--- config.mk ---
export PLATFORM = sky130hd
export DESIGN_NAME = pan_tilt_slew_controller_top
export DESIGN_NICKNAME = d
export VERILOG_FILES = /design/src/sv/pts_pkg.sv /design/src/sv/pts_csr.sv /design/src/sv/pts_core.sv /design/src/sv/pan_tilt_slew_controller_top.sv
export SDC_FILE = /design/constraint.sdc
export NUM_CORES = 1
export LEC_CHECK = 0
export ABC_AREA = 1
export BUFFER_PORTS_ARGS = -buffer_cell sky130_fd_sc_hd__clkbuf_2
export CAP_MARGIN = 30
export CELL_PAD_IN_SITES_DETAIL_PLACEMENT = 1
export CELL_PAD_IN_SITES_GLOBAL_PLACEMENT = 2
export CORE_MARGIN = 10
export CORE_UTILIZATION = 37
export CTS_CLUSTER_DIAMETER = 120
export DETAILED_ROUTE_END_ITERATION = 6
export PLACE_DENSITY_LB_ADDON = 0.1
export SLEW_MARGIN = 20
export SYNTH_ARGS = -nofsm -noshare
export SYNTH_HDL_FRONTEND = slang
export SYNTH_SLANG_ARGS = --single-unit
--- constraint.sdc ---
create_clock -name clock -period 6.6 [get_ports clock]
set_input_delay 0.99 -clock clock [delete_from_list [all_inputs] [get_ports clock]]
set_output_delay 0.99 -clock clock [all_outputs]
set_load 0.02 [all_outputs]
--- src/sv/pts_pkg.sv ---
// shared types and constants for the pan/tilt slew controller
`default_nettype none

package pts_pkg;

   localparam int CFG_BITS = 10;
   localparam int CSR_INDEX_BITS = 3;

   // item opcodes
   localparam logic [1:0] OP_TICK = 2'd0;
   localparam logic [1:0] OP_SET  = 2'd1;
   localparam logic [1:0] OP_HOME = 2'd2;

   // motion codes reported per axis
   localparam logic [1:0] MOTION_NONE = 2'd0;
   localparam logic [1:0] MOTION_LEFT = 2'd1;
   localparam logic [1:0] MOTION_RIGHT = 2'd2;
   localparam logic [1:0] MOTION_UP = 2'd1;
   localparam logic [1:0] MOTION_DOWN = 2'd2;

   // direction flag positions
   localparam int DIR_LEFT_BIT  = 0;
   localparam int DIR_UP_BIT    = 1;
   localparam int DIR_RIGHT_BIT = 2;
   localparam int DIR_DOWN_BIT  = 3;

   // register indexes
   localparam logic [CSR_INDEX_BITS-1:0] CSR_PAN_MIN    = 3'd0;
   localparam logic [CSR_INDEX_BITS-1:0] CSR_PAN_MAX    = 3'd1;
   localparam logic [CSR_INDEX_BITS-1:0] CSR_PITCH_MIN  = 3'd2;
   localparam logic [CSR_INDEX_BITS-1:0] CSR_PITCH_MAX  = 3'd3;
   localparam logic [CSR_INDEX_BITS-1:0] CSR_PAN_HOME   = 3'd4;
   localparam logic [CSR_INDEX_BITS-1:0] CSR_PITCH_HOME = 3'd5;

   // register reset values
   localparam logic [CFG_BITS-1:0] PAN_MIN_RESET    = 10'd0;
   localparam logic [CFG_BITS-1:0] PAN_MAX_RESET    = 10'd360;
   localparam logic [CFG_BITS-1:0] PITCH_MIN_RESET  = 10'd0;
   localparam logic [CFG_BITS-1:0] PITCH_MAX_RESET  = 10'd360;
   localparam logic [CFG_BITS-1:0] PAN_HOME_RESET   = 10'd180;
   localparam logic [CFG_BITS-1:0] PITCH_HOME_RESET = 10'd180;

   typedef struct packed {
      logic [1:0]          op;
      logic [CFG_BITS-1:0] goal_pan;
      logic [CFG_BITS-1:0] goal_pitch;
   } req_type;

   typedef struct packed {
      logic [CFG_BITS-1:0] pan_position;
      logic [CFG_BITS-1:0] pitch_position;
      logic [1:0]          pan_motion;
      logic [1:0]          pitch_motion;
   } rsp_type;

   typedef struct packed {
      logic [CFG_BITS-1:0] pan_min;
      logic [CFG_BITS-1:0] pan_max;
      logic [CFG_BITS-1:0] pitch_min;
      logic [CFG_BITS-1:0] pitch_max;
      logic [CFG_BITS-1:0] pan_home;
      logic [CFG_BITS-1:0] pitch_home;
   } cfg_type;

endpackage

`default_nettype wire

--- src/sv/pts_csr.sv ---
// configuration register file for the pan/tilt slew controller
`default_nettype none

module pts_csr
   import pts_pkg::*;
(
   input  wire logic                      clock,
   input  wire logic                      reset,
   input  wire logic                      csr_valid,
   output logic                           csr_ready,
   input  wire logic [CSR_INDEX_BITS-1:0] csr_index,
   input  wire logic [CFG_BITS-1:0]       csr_data,
   output cfg_type                        cfg
);

   cfg_type cfg_ff;
   cfg_type cfg_in;

   assign csr_ready = 1'b1;
   assign cfg = cfg_ff;

   always_comb begin
      cfg_in = cfg_ff;
      if (csr_valid) begin
         unique case (csr_index)
            CSR_PAN_MIN:    cfg_in.pan_min = csr_data;
            CSR_PAN_MAX:    cfg_in.pan_max = csr_data;
            CSR_PITCH_MIN:  cfg_in.pitch_min = csr_data;
            CSR_PITCH_MAX:  cfg_in.pitch_max = csr_data;
            CSR_PAN_HOME:   cfg_in.pan_home = csr_data;
            CSR_PITCH_HOME: cfg_in.pitch_home = csr_data;
            default: ;
         endcase
      end
   end

   always_ff @(posedge clock) begin
      if (reset) begin
         cfg_ff.pan_min    <= PAN_MIN_RESET;
         cfg_ff.pan_max    <= PAN_MAX_RESET;
         cfg_ff.pitch_min  <= PITCH_MIN_RESET;
         cfg_ff.pitch_max  <= PITCH_MAX_RESET;
         cfg_ff.pan_home   <= PAN_HOME_RESET;
         cfg_ff.pitch_home <= PITCH_HOME_RESET;
      end else begin
         cfg_ff <= cfg_in;
      end
   end

endmodule

`default_nettype wire

--- src/sv/pts_core.sv ---
// axis state, slew step and result register of the pan/tilt slew controller
`default_nettype none

module pts_core
   import pts_pkg::*;
#(
   parameter int POS_BITS = 10
)
(
   input  wire logic    clock,
   input  wire logic    reset,
   input  wire cfg_type cfg,
   input  wire logic    req_valid,
   output logic         req_ready,
   input  wire req_type req_data,
   output logic         rsp_valid,
   input  wire logic    rsp_ready,
   output rsp_type      rsp_data
);

   // compare width covers both positions and limit registers plus a carry
   localparam int CW = ((POS_BITS > CFG_BITS) ? POS_BITS : CFG_BITS) + 1;

   logic [POS_BITS-1:0] pan_pos_ff, pan_pos_in;
   logic [POS_BITS-1:0] pitch_pos_ff, pitch_pos_in;
   logic [POS_BITS-1:0] pan_goal_ff, pan_goal_in;
   logic [POS_BITS-1:0] pitch_goal_ff, pitch_goal_in;
   logic [3:0]          dir_ff, dir_in;
   logic                rsp_valid_ff, rsp_valid_in;
   rsp_type             rsp_ff, rsp_in;

   logic                accept;
   logic [POS_BITS-1:0] aim_pan, aim_pitch;
   logic [CW-1:0]       pan_x, pitch_x, aim_pan_x, aim_pitch_x;
   logic [CW-1:0]       pan_min_x, pan_max_x, pitch_min_x, pitch_max_x;
   logic [CW-1:0]       one_x;

   assign req_ready = !rsp_valid_ff || rsp_ready;
   assign accept = req_valid && req_ready;
   assign rsp_valid = rsp_valid_ff;
   assign rsp_data = rsp_ff;

   assign one_x = CW'(1);
   assign pan_x = CW'(pan_pos_ff);
   assign pitch_x = CW'(pitch_pos_ff);
   assign pan_min_x = CW'(cfg.pan_min);
   assign pan_max_x = CW'(cfg.pan_max);
   assign pitch_min_x = CW'(cfg.pitch_min);
   assign pitch_max_x = CW'(cfg.pitch_max);

   // goals come from the item or from the home registers
   assign aim_pan = (req_data.op == OP_SET) ? POS_BITS'(req_data.goal_pan)
                                            : POS_BITS'(cfg.pan_home);
   assign aim_pitch = (req_data.op == OP_SET) ? POS_BITS'(req_data.goal_pitch)
                                              : POS_BITS'(cfg.pitch_home);
   assign aim_pan_x = CW'(aim_pan);
   assign aim_pitch_x = CW'(aim_pitch);

   always_comb begin
      pan_pos_in = pan_pos_ff;
      pitch_pos_in = pitch_pos_ff;
      pan_goal_in = pan_goal_ff;
      pitch_goal_in = pitch_goal_ff;
      dir_in = dir_ff;
      case (req_data.op) inside
         OP_TICK: begin
            if (dir_ff != 4'd0) begin
               if (dir_ff[DIR_LEFT_BIT]) begin
                  if (pan_x >= pan_min_x + one_x) begin
                     pan_pos_in = POS_BITS'(pan_x - one_x);
                  end else begin
                     pan_pos_in = POS_BITS'(pan_min_x);
                  end
               end else if (dir_ff[DIR_RIGHT_BIT]) begin
                  if (pan_x + one_x <= pan_max_x) begin
                     pan_pos_in = POS_BITS'(pan_x + one_x);
                  end else begin
                     pan_pos_in = POS_BITS'(pan_max_x);
                  end
               end
               // pitch only moves toward the inside of its limits
               if (dir_ff[DIR_UP_BIT]) begin
                  if (pitch_x < pitch_max_x) begin
                     pitch_pos_in = pitch_pos_ff + 1'b1;
                  end
               end else if (dir_ff[DIR_DOWN_BIT]) begin
                  if (pitch_x > pitch_min_x) begin
                     pitch_pos_in = pitch_pos_ff - 1'b1;
                  end
               end
               // arrival, checked on both axes; a zero goal never arrives
               if (pan_goal_ff != '0 && pan_pos_in == pan_goal_ff) begin
                  dir_in[DIR_LEFT_BIT] = 1'b0;
                  dir_in[DIR_RIGHT_BIT] = 1'b0;
                  pan_goal_in = '0;
               end
               if (pitch_goal_ff != '0 && pitch_pos_in == pitch_goal_ff) begin
                  dir_in[DIR_UP_BIT] = 1'b0;
                  dir_in[DIR_DOWN_BIT] = 1'b0;
                  pitch_goal_in = '0;
               end
            end
         end
         OP_SET, OP_HOME: begin
            pan_goal_in = aim_pan;
            pitch_goal_in = aim_pitch;
            dir_in = 4'd0;
            if (pan_x > aim_pan_x + one_x) begin
               dir_in[DIR_LEFT_BIT] = 1'b1;
            end else if (pan_x + one_x < aim_pan_x) begin
               dir_in[DIR_RIGHT_BIT] = 1'b1;
            end
            if (pitch_x + one_x < aim_pitch_x) begin
               dir_in[DIR_UP_BIT] = 1'b1;
            end else if (pitch_x > aim_pitch_x + one_x) begin
               dir_in[DIR_DOWN_BIT] = 1'b1;
            end
         end
         default: ;
      endcase
   end

   always_comb begin
      rsp_in.pan_position = CFG_BITS'(pan_pos_in);
      rsp_in.pitch_position = CFG_BITS'(pitch_pos_in);
      rsp_in.pan_motion = dir_in[DIR_LEFT_BIT] ? MOTION_LEFT :
                          (dir_in[DIR_RIGHT_BIT] ? MOTION_RIGHT : MOTION_NONE);
      rsp_in.pitch_motion = dir_in[DIR_UP_BIT] ? MOTION_UP :
                            (dir_in[DIR_DOWN_BIT] ? MOTION_DOWN : MOTION_NONE);
      rsp_valid_in = accept || (rsp_valid_ff && !rsp_ready);
   end

   always_ff @(posedge clock) begin
      if (reset) begin
         pan_pos_ff <= '0;
         pitch_pos_ff <= '0;
         pan_goal_ff <= '0;
         pitch_goal_ff <= '0;
         dir_ff <= 4'd0;
         rsp_valid_ff <= 1'b0;
      end else begin
         rsp_valid_ff <= rsp_valid_in;
         if (accept) begin
            pan_pos_ff <= pan_pos_in;
            pitch_pos_ff <= pitch_pos_in;
            pan_goal_ff <= pan_goal_in;
            pitch_goal_ff <= pitch_goal_in;
            dir_ff <= dir_in;
         end
      end
   end

   always_ff @(posedge clock) begin
      if (accept) begin
         rsp_ff <= rsp_in;
      end
   end

   a_pan_one_dir: assert property (@(posedge clock) disable iff (reset)
      !(dir_ff[DIR_LEFT_BIT] && dir_ff[DIR_RIGHT_BIT]))
      else $error("pan moving both ways");

   a_pitch_one_dir: assert property (@(posedge clock) disable iff (reset)
      !(dir_ff[DIR_UP_BIT] && dir_ff[DIR_DOWN_BIT]))
      else $error("pitch moving both ways");

   a_accept_gives_rsp: assert property (@(posedge clock) disable iff (reset)
      accept |=> rsp_valid_ff)
      else $error("accepted item left no result");

   a_no_overwrite: assert property (@(posedge clock) disable iff (reset)
      (rsp_valid_ff && !rsp_ready) |-> !req_ready)
      else $error("input taken while result held");

   a_idle_tick_holds: assert property (@(posedge clock) disable iff (reset)
      (accept && req_data.op == OP_TICK && dir_ff == 4'd0)
      |=> ($stable(pan_pos_ff) && $stable(pitch_pos_ff)))
      else $error("idle tick moved an axis");

endmodule

`default_nettype wire

--- src/sv/pan_tilt_slew_controller_top.sv ---
// top level of the pan/tilt slew controller
`default_nettype none

// Two-axis pan/tilt slew controller. Each req_ item is a tick (step every
// axis with a latched direction by one half-degree unit), a set-goal command
// or a home command; each item yields exactly one rsp_ item holding both
// positions and both latched directions after the item is applied. Rate is
// one item per clock unless a result is held: the whole update is a single
// compare/increment pass on the axis registers, and the result sits in a
// one-deep output register, so req_ready stays high while that register is
// empty or being drained. The csr_ port is always ready and registers each
// write; writes should only come while no item is in flight.
module pan_tilt_slew_controller_top
   import pts_pkg::*;
#(
   parameter int POS_BITS = 10
)
(
   input  wire logic                      clock,
   input  wire logic                      reset,
   // item input
   input  wire logic                      req_valid,
   output logic                           req_ready,
   input  wire req_type                   req_data,
   // result output
   output logic                           rsp_valid,
   input  wire logic                      rsp_ready,
   output rsp_type                        rsp_data,
   // register writes
   input  wire logic                      csr_valid,
   output logic                           csr_ready,
   input  wire logic [CSR_INDEX_BITS-1:0] csr_index,
   input  wire logic [CFG_BITS-1:0]       csr_data
);

   // limits and home goals from the register file
   cfg_type cfg;

   pts_csr u_csr (
      .clock     (clock),
      .reset     (reset),
      .csr_valid (csr_valid),
      .csr_ready (csr_ready),
      .csr_index (csr_index),
      .csr_data  (csr_data),
      .cfg       (cfg)
   );

   // axis state and result register
   pts_core #(
      .POS_BITS (POS_BITS)
   ) u_core (
      .clock     (clock),
      .reset     (reset),
      .cfg       (cfg),
      .req_valid (req_valid),
      .req_ready (req_ready),
      .req_data  (req_data),
      .rsp_valid (rsp_valid),
      .rsp_ready (rsp_ready),
      .rsp_data  (rsp_data)
   );

endmodule

`default_nettype wire
==> results.json <==
{
  "status": "complete, no violations",
  "critical_path_class": "input pin to register",
  "numPortBuffers": 65,
  "nNetsFinal": 1555,
  "drt-initial-drc-count": 573,
  "viasPerCell": 5.275,
  "diodes": 0,
  "setup_viol": 0,
  "drv_slew": 0,
  "via_count": 9331,
  "p_per_area_mw_per_mm2": 240.9,
  "synth-edff-count": 24,
  "cts_buffers": 17,
  "cts_max_level": 4,
  "wl_mm": 34.28,
  "cts_tree": "yes",
  "min_period_ps": 4698,
  "crit_path_top_delay_cell": "ha_1",
  "wl_per_cell_um": 19.38,
  "syn_area_per_cell_um2": 6.799,
  "grt_use_total_pct": 21.57,
  "fin_setup_tns_ps": 0,
  "pin_count": 67,
  "syn-instance-count": 1382,
  "worstPathArrival_ps": 4990,
  "crit_top_cell": "nand2_1",
  "crit_family": "adder cells",
  "overflow": 0,
  "finalNonFillerCells": 1769,
  "postCtsSetupBuffers": 0,
  "clock_latency_ps": 430,
  "hold_class": "register to register",
  "maxCapViolations": 0,
  "final_common_cell": "nand2_1",
  "row_count": 58,
  "final_cell_mix": "nand2_1, inv_1, o21ai_0, a21oi_1, nand3_1",
  "firstDrtPassIters": 5,
  "antenna_found_initial": 0,
  "initial_core_util_pct": 37.42,
  "place.gp.congestion": 0.8954,
  "rsz0062_at_grt": "no",
  "die_w_um": 179.4,
  "placedCellCount": 1736,
  "cts_hold_buf": 0,
  "cp_num_buf_inv": 5,
  "synth_cell_types": 49,
  "relSlewSlack_pct": 39.44,
  "first_global_vias": 9333,
  "async_reset_ff_share_pct": 0,
  "grt_pass1_wl_mm": 53.48,
  "cts_sinks": 129,
  "path_clk_slew_ps": 60,
  "yosysSeqAreaShare_pct": 30.04,
  "ant_nets": 0,
  "max_freq_ghz": 0.2129,
  "drive_above_1_share_pct": 9.243,
  "endpoint_kind": "register",
  "crit_required_ps": 6890,
  "post-route-period-util_pct": 71.18,
  "cp_slowest_stage_delay_ps": 750,
  "p_leak_nw": 5.017,
  "vdd_ir_drop_max_mv": 0.1277,
  "cp_max_fo": 23,
  "ys_seq_elements": 129,
  "ys_warn_count": 0,
  "netlist_area_mm2": 0.009397,
  "drc_errors": 0,
  "ctsResizeCount": 0,
  "syn_nets": 1511,
  "die-area_mm2": 0.03217,
  "grt_max_degree": 60,
  "final_core_util_pct": 42.04,
  "syn_to_final_growth_pct": 12.33,
  "hpwlAfterDp_mm": 26.70,
  "clock_path_buffers": 2,
  "startpoint_type": "input pin",
  "core_area_mm2": 0.02511,
  "path_cells": "clkbuf_2 > inv_1 > ha_1 > buf_4 > nand2_1 > o21ai_0 > inv_1 > ha_1 > inv_1 > nor2_1 > nand3_1 > xor2_1 > ha_1 > a21oi_1 > o21ai_0 > a21oi_1 > nor2_1 > o221ai_1 > nand2_1 > nor3_1 > nand2_1 > o21ai_0 > nand2_1 > a21oi_2",
  "finalHoldViolations": 0,
  "yosys_most_used_dff": "dfxtp_1",
  "root_buffer": "clkbuf_16",
  "worst_pin_slew_ps": 908.5,
  "finClkSkew_ps": 9.866,
  "die_h_um": 179.4
}
[flip-flops by register name (all words and copies together) (netlist names)]
register              count
u_core.pan_pos_ff        10
u_core.pitch_pos_ff      10
u_core.pitch_goal_ff     10
u_core.rsp_data          24
u_core.rsp_valid          1
u_csr.cfg                60
u_core.pan_goal_ff       10
u_core.dir_ff             4
[cells by family after synthesis]
kind of cell / synth area share (%)
other cells: 0.03991
flops: 30.04
buf+inv: 9.574
xor+xnor: 4.194
simple gates: 28.27
compound gates: 16.03
fa+ha+maj: 11.85
[stage by stage]
step	power (mW)	setup slack, ps	area [um^2]	hold slack (ps)
finish	2.542	1902	10560	455.8
CTS	2.558	1908	10540	456.1
global placement	1.596	1719	9971	437.6
floorplan	1.387	2544	9397	423.6
detailed placement	1.610	1488	9971	439.9
global route	2.695	1403	10560	482.5
[worst register-to-register path: stages (launching register included)]
cell and delay, ps:
dfxtp_1 450, inv_1 170, nor3_1 320, nand3_1 200, nor3_1 330, nand3_1 140
xor2_1 170, ha_1 340, nand3_1 150, nor2_1 60, nor2_2 350, nand3_2 340
nand2_1 140, nand3_1 120, nand3_1 120, nand2_1 50, nor2_1 190, nand3_2 130
o21ai_2 130, nand2_2 160, nand2_1 110, a21oi_1 60
[synth_stat cells (10+ instances only)]
| cell | number | area, um^2 |
|---|---|---|
| nand2_1 | 327 | 1227 |
| inv_1 | 177 | 664.4 |
| o21ai_0 | 114 | 570.6 |
| a21oi_1 | 112 | 560.5 |
| nand3_1 | 107 | 535.5 |
| nor2_1 | 106 | 397.9 |
| dfxtp_1 | 105 | 2102 |
| ha_1 | 89 | 1114 |
| xor2_1 | 41 | 359.1 |
| clkbuf_1 | 29 | 108.9 |
| edfxtp_1 | 24 | 720.7 |
| nand4_1 | 20 | 125.1 |
| nor3_1 | 15 | 75.07 |
| o211ai_1 | 12 | 90.09 |
| buf_2 | 11 | 55.05 |
| a211oi_1 | 10 | 75.07 |
[power breakdown]
group / internal, mW / switching (mW)
clock network: 0.535 / 0.405
registers: 0.854 / 0.0684
logic: 0.220 / 0.459
total: 1.61 / 0.932
[metal layers]
| metal | share of wire (%) | GRT usage, % | vias to the layer above |
|---|---|---|---|
| met4 | 1.8 | 6.047 | 0 |
| met1 | 53 | 32.16 | 4442 |
| li1 | - | - | 4653 |
| met5 | 0 | 0 | - |
| met3 | 5.0 | 3.667 | 35 |
| met2 | 40 | 30.98 | 201 |
[layout make-up]
| type | instances | area [um^2] |
|---|---|---|
| inverters | 180 | 675.6 |
| repair buffers | 74 | 400.4 |
| well taps | 330 | 412.9 |
| clock buffers | 19 | 442.9 |
| fillers | 3287 | 14550 |
| clock inverters | 13 | 126.4 |
| flip-flops and latches | 129 | 2823 |
| multi-input cells | 1024 | 5674 |
[final timing paths]
path	startpoint	to	slack, ps	cells after the start
worst min register to register	u_csr.cfg[20]$_SDFFE_PP0P_	u_csr.cfg[20]$_SDFFE_PP0P_	460	2
worst max register to register	u_csr.cfg[52]$_SDFFE_PP0P_	u_core.pan_goal_ff[8]$_SDFFE_PP0P_	2210	21
worst max-delay path	req_data[21]	u_core.rsp_data[3]$_SDFFCE_PP0P_	1900	24
worst min-delay path	u_csr.cfg[20]$_SDFFE_PP0P_	u_csr.cfg[20]$_SDFFE_PP0P_	460	2
No activity file was read; power rests on OpenSTA's default activity.
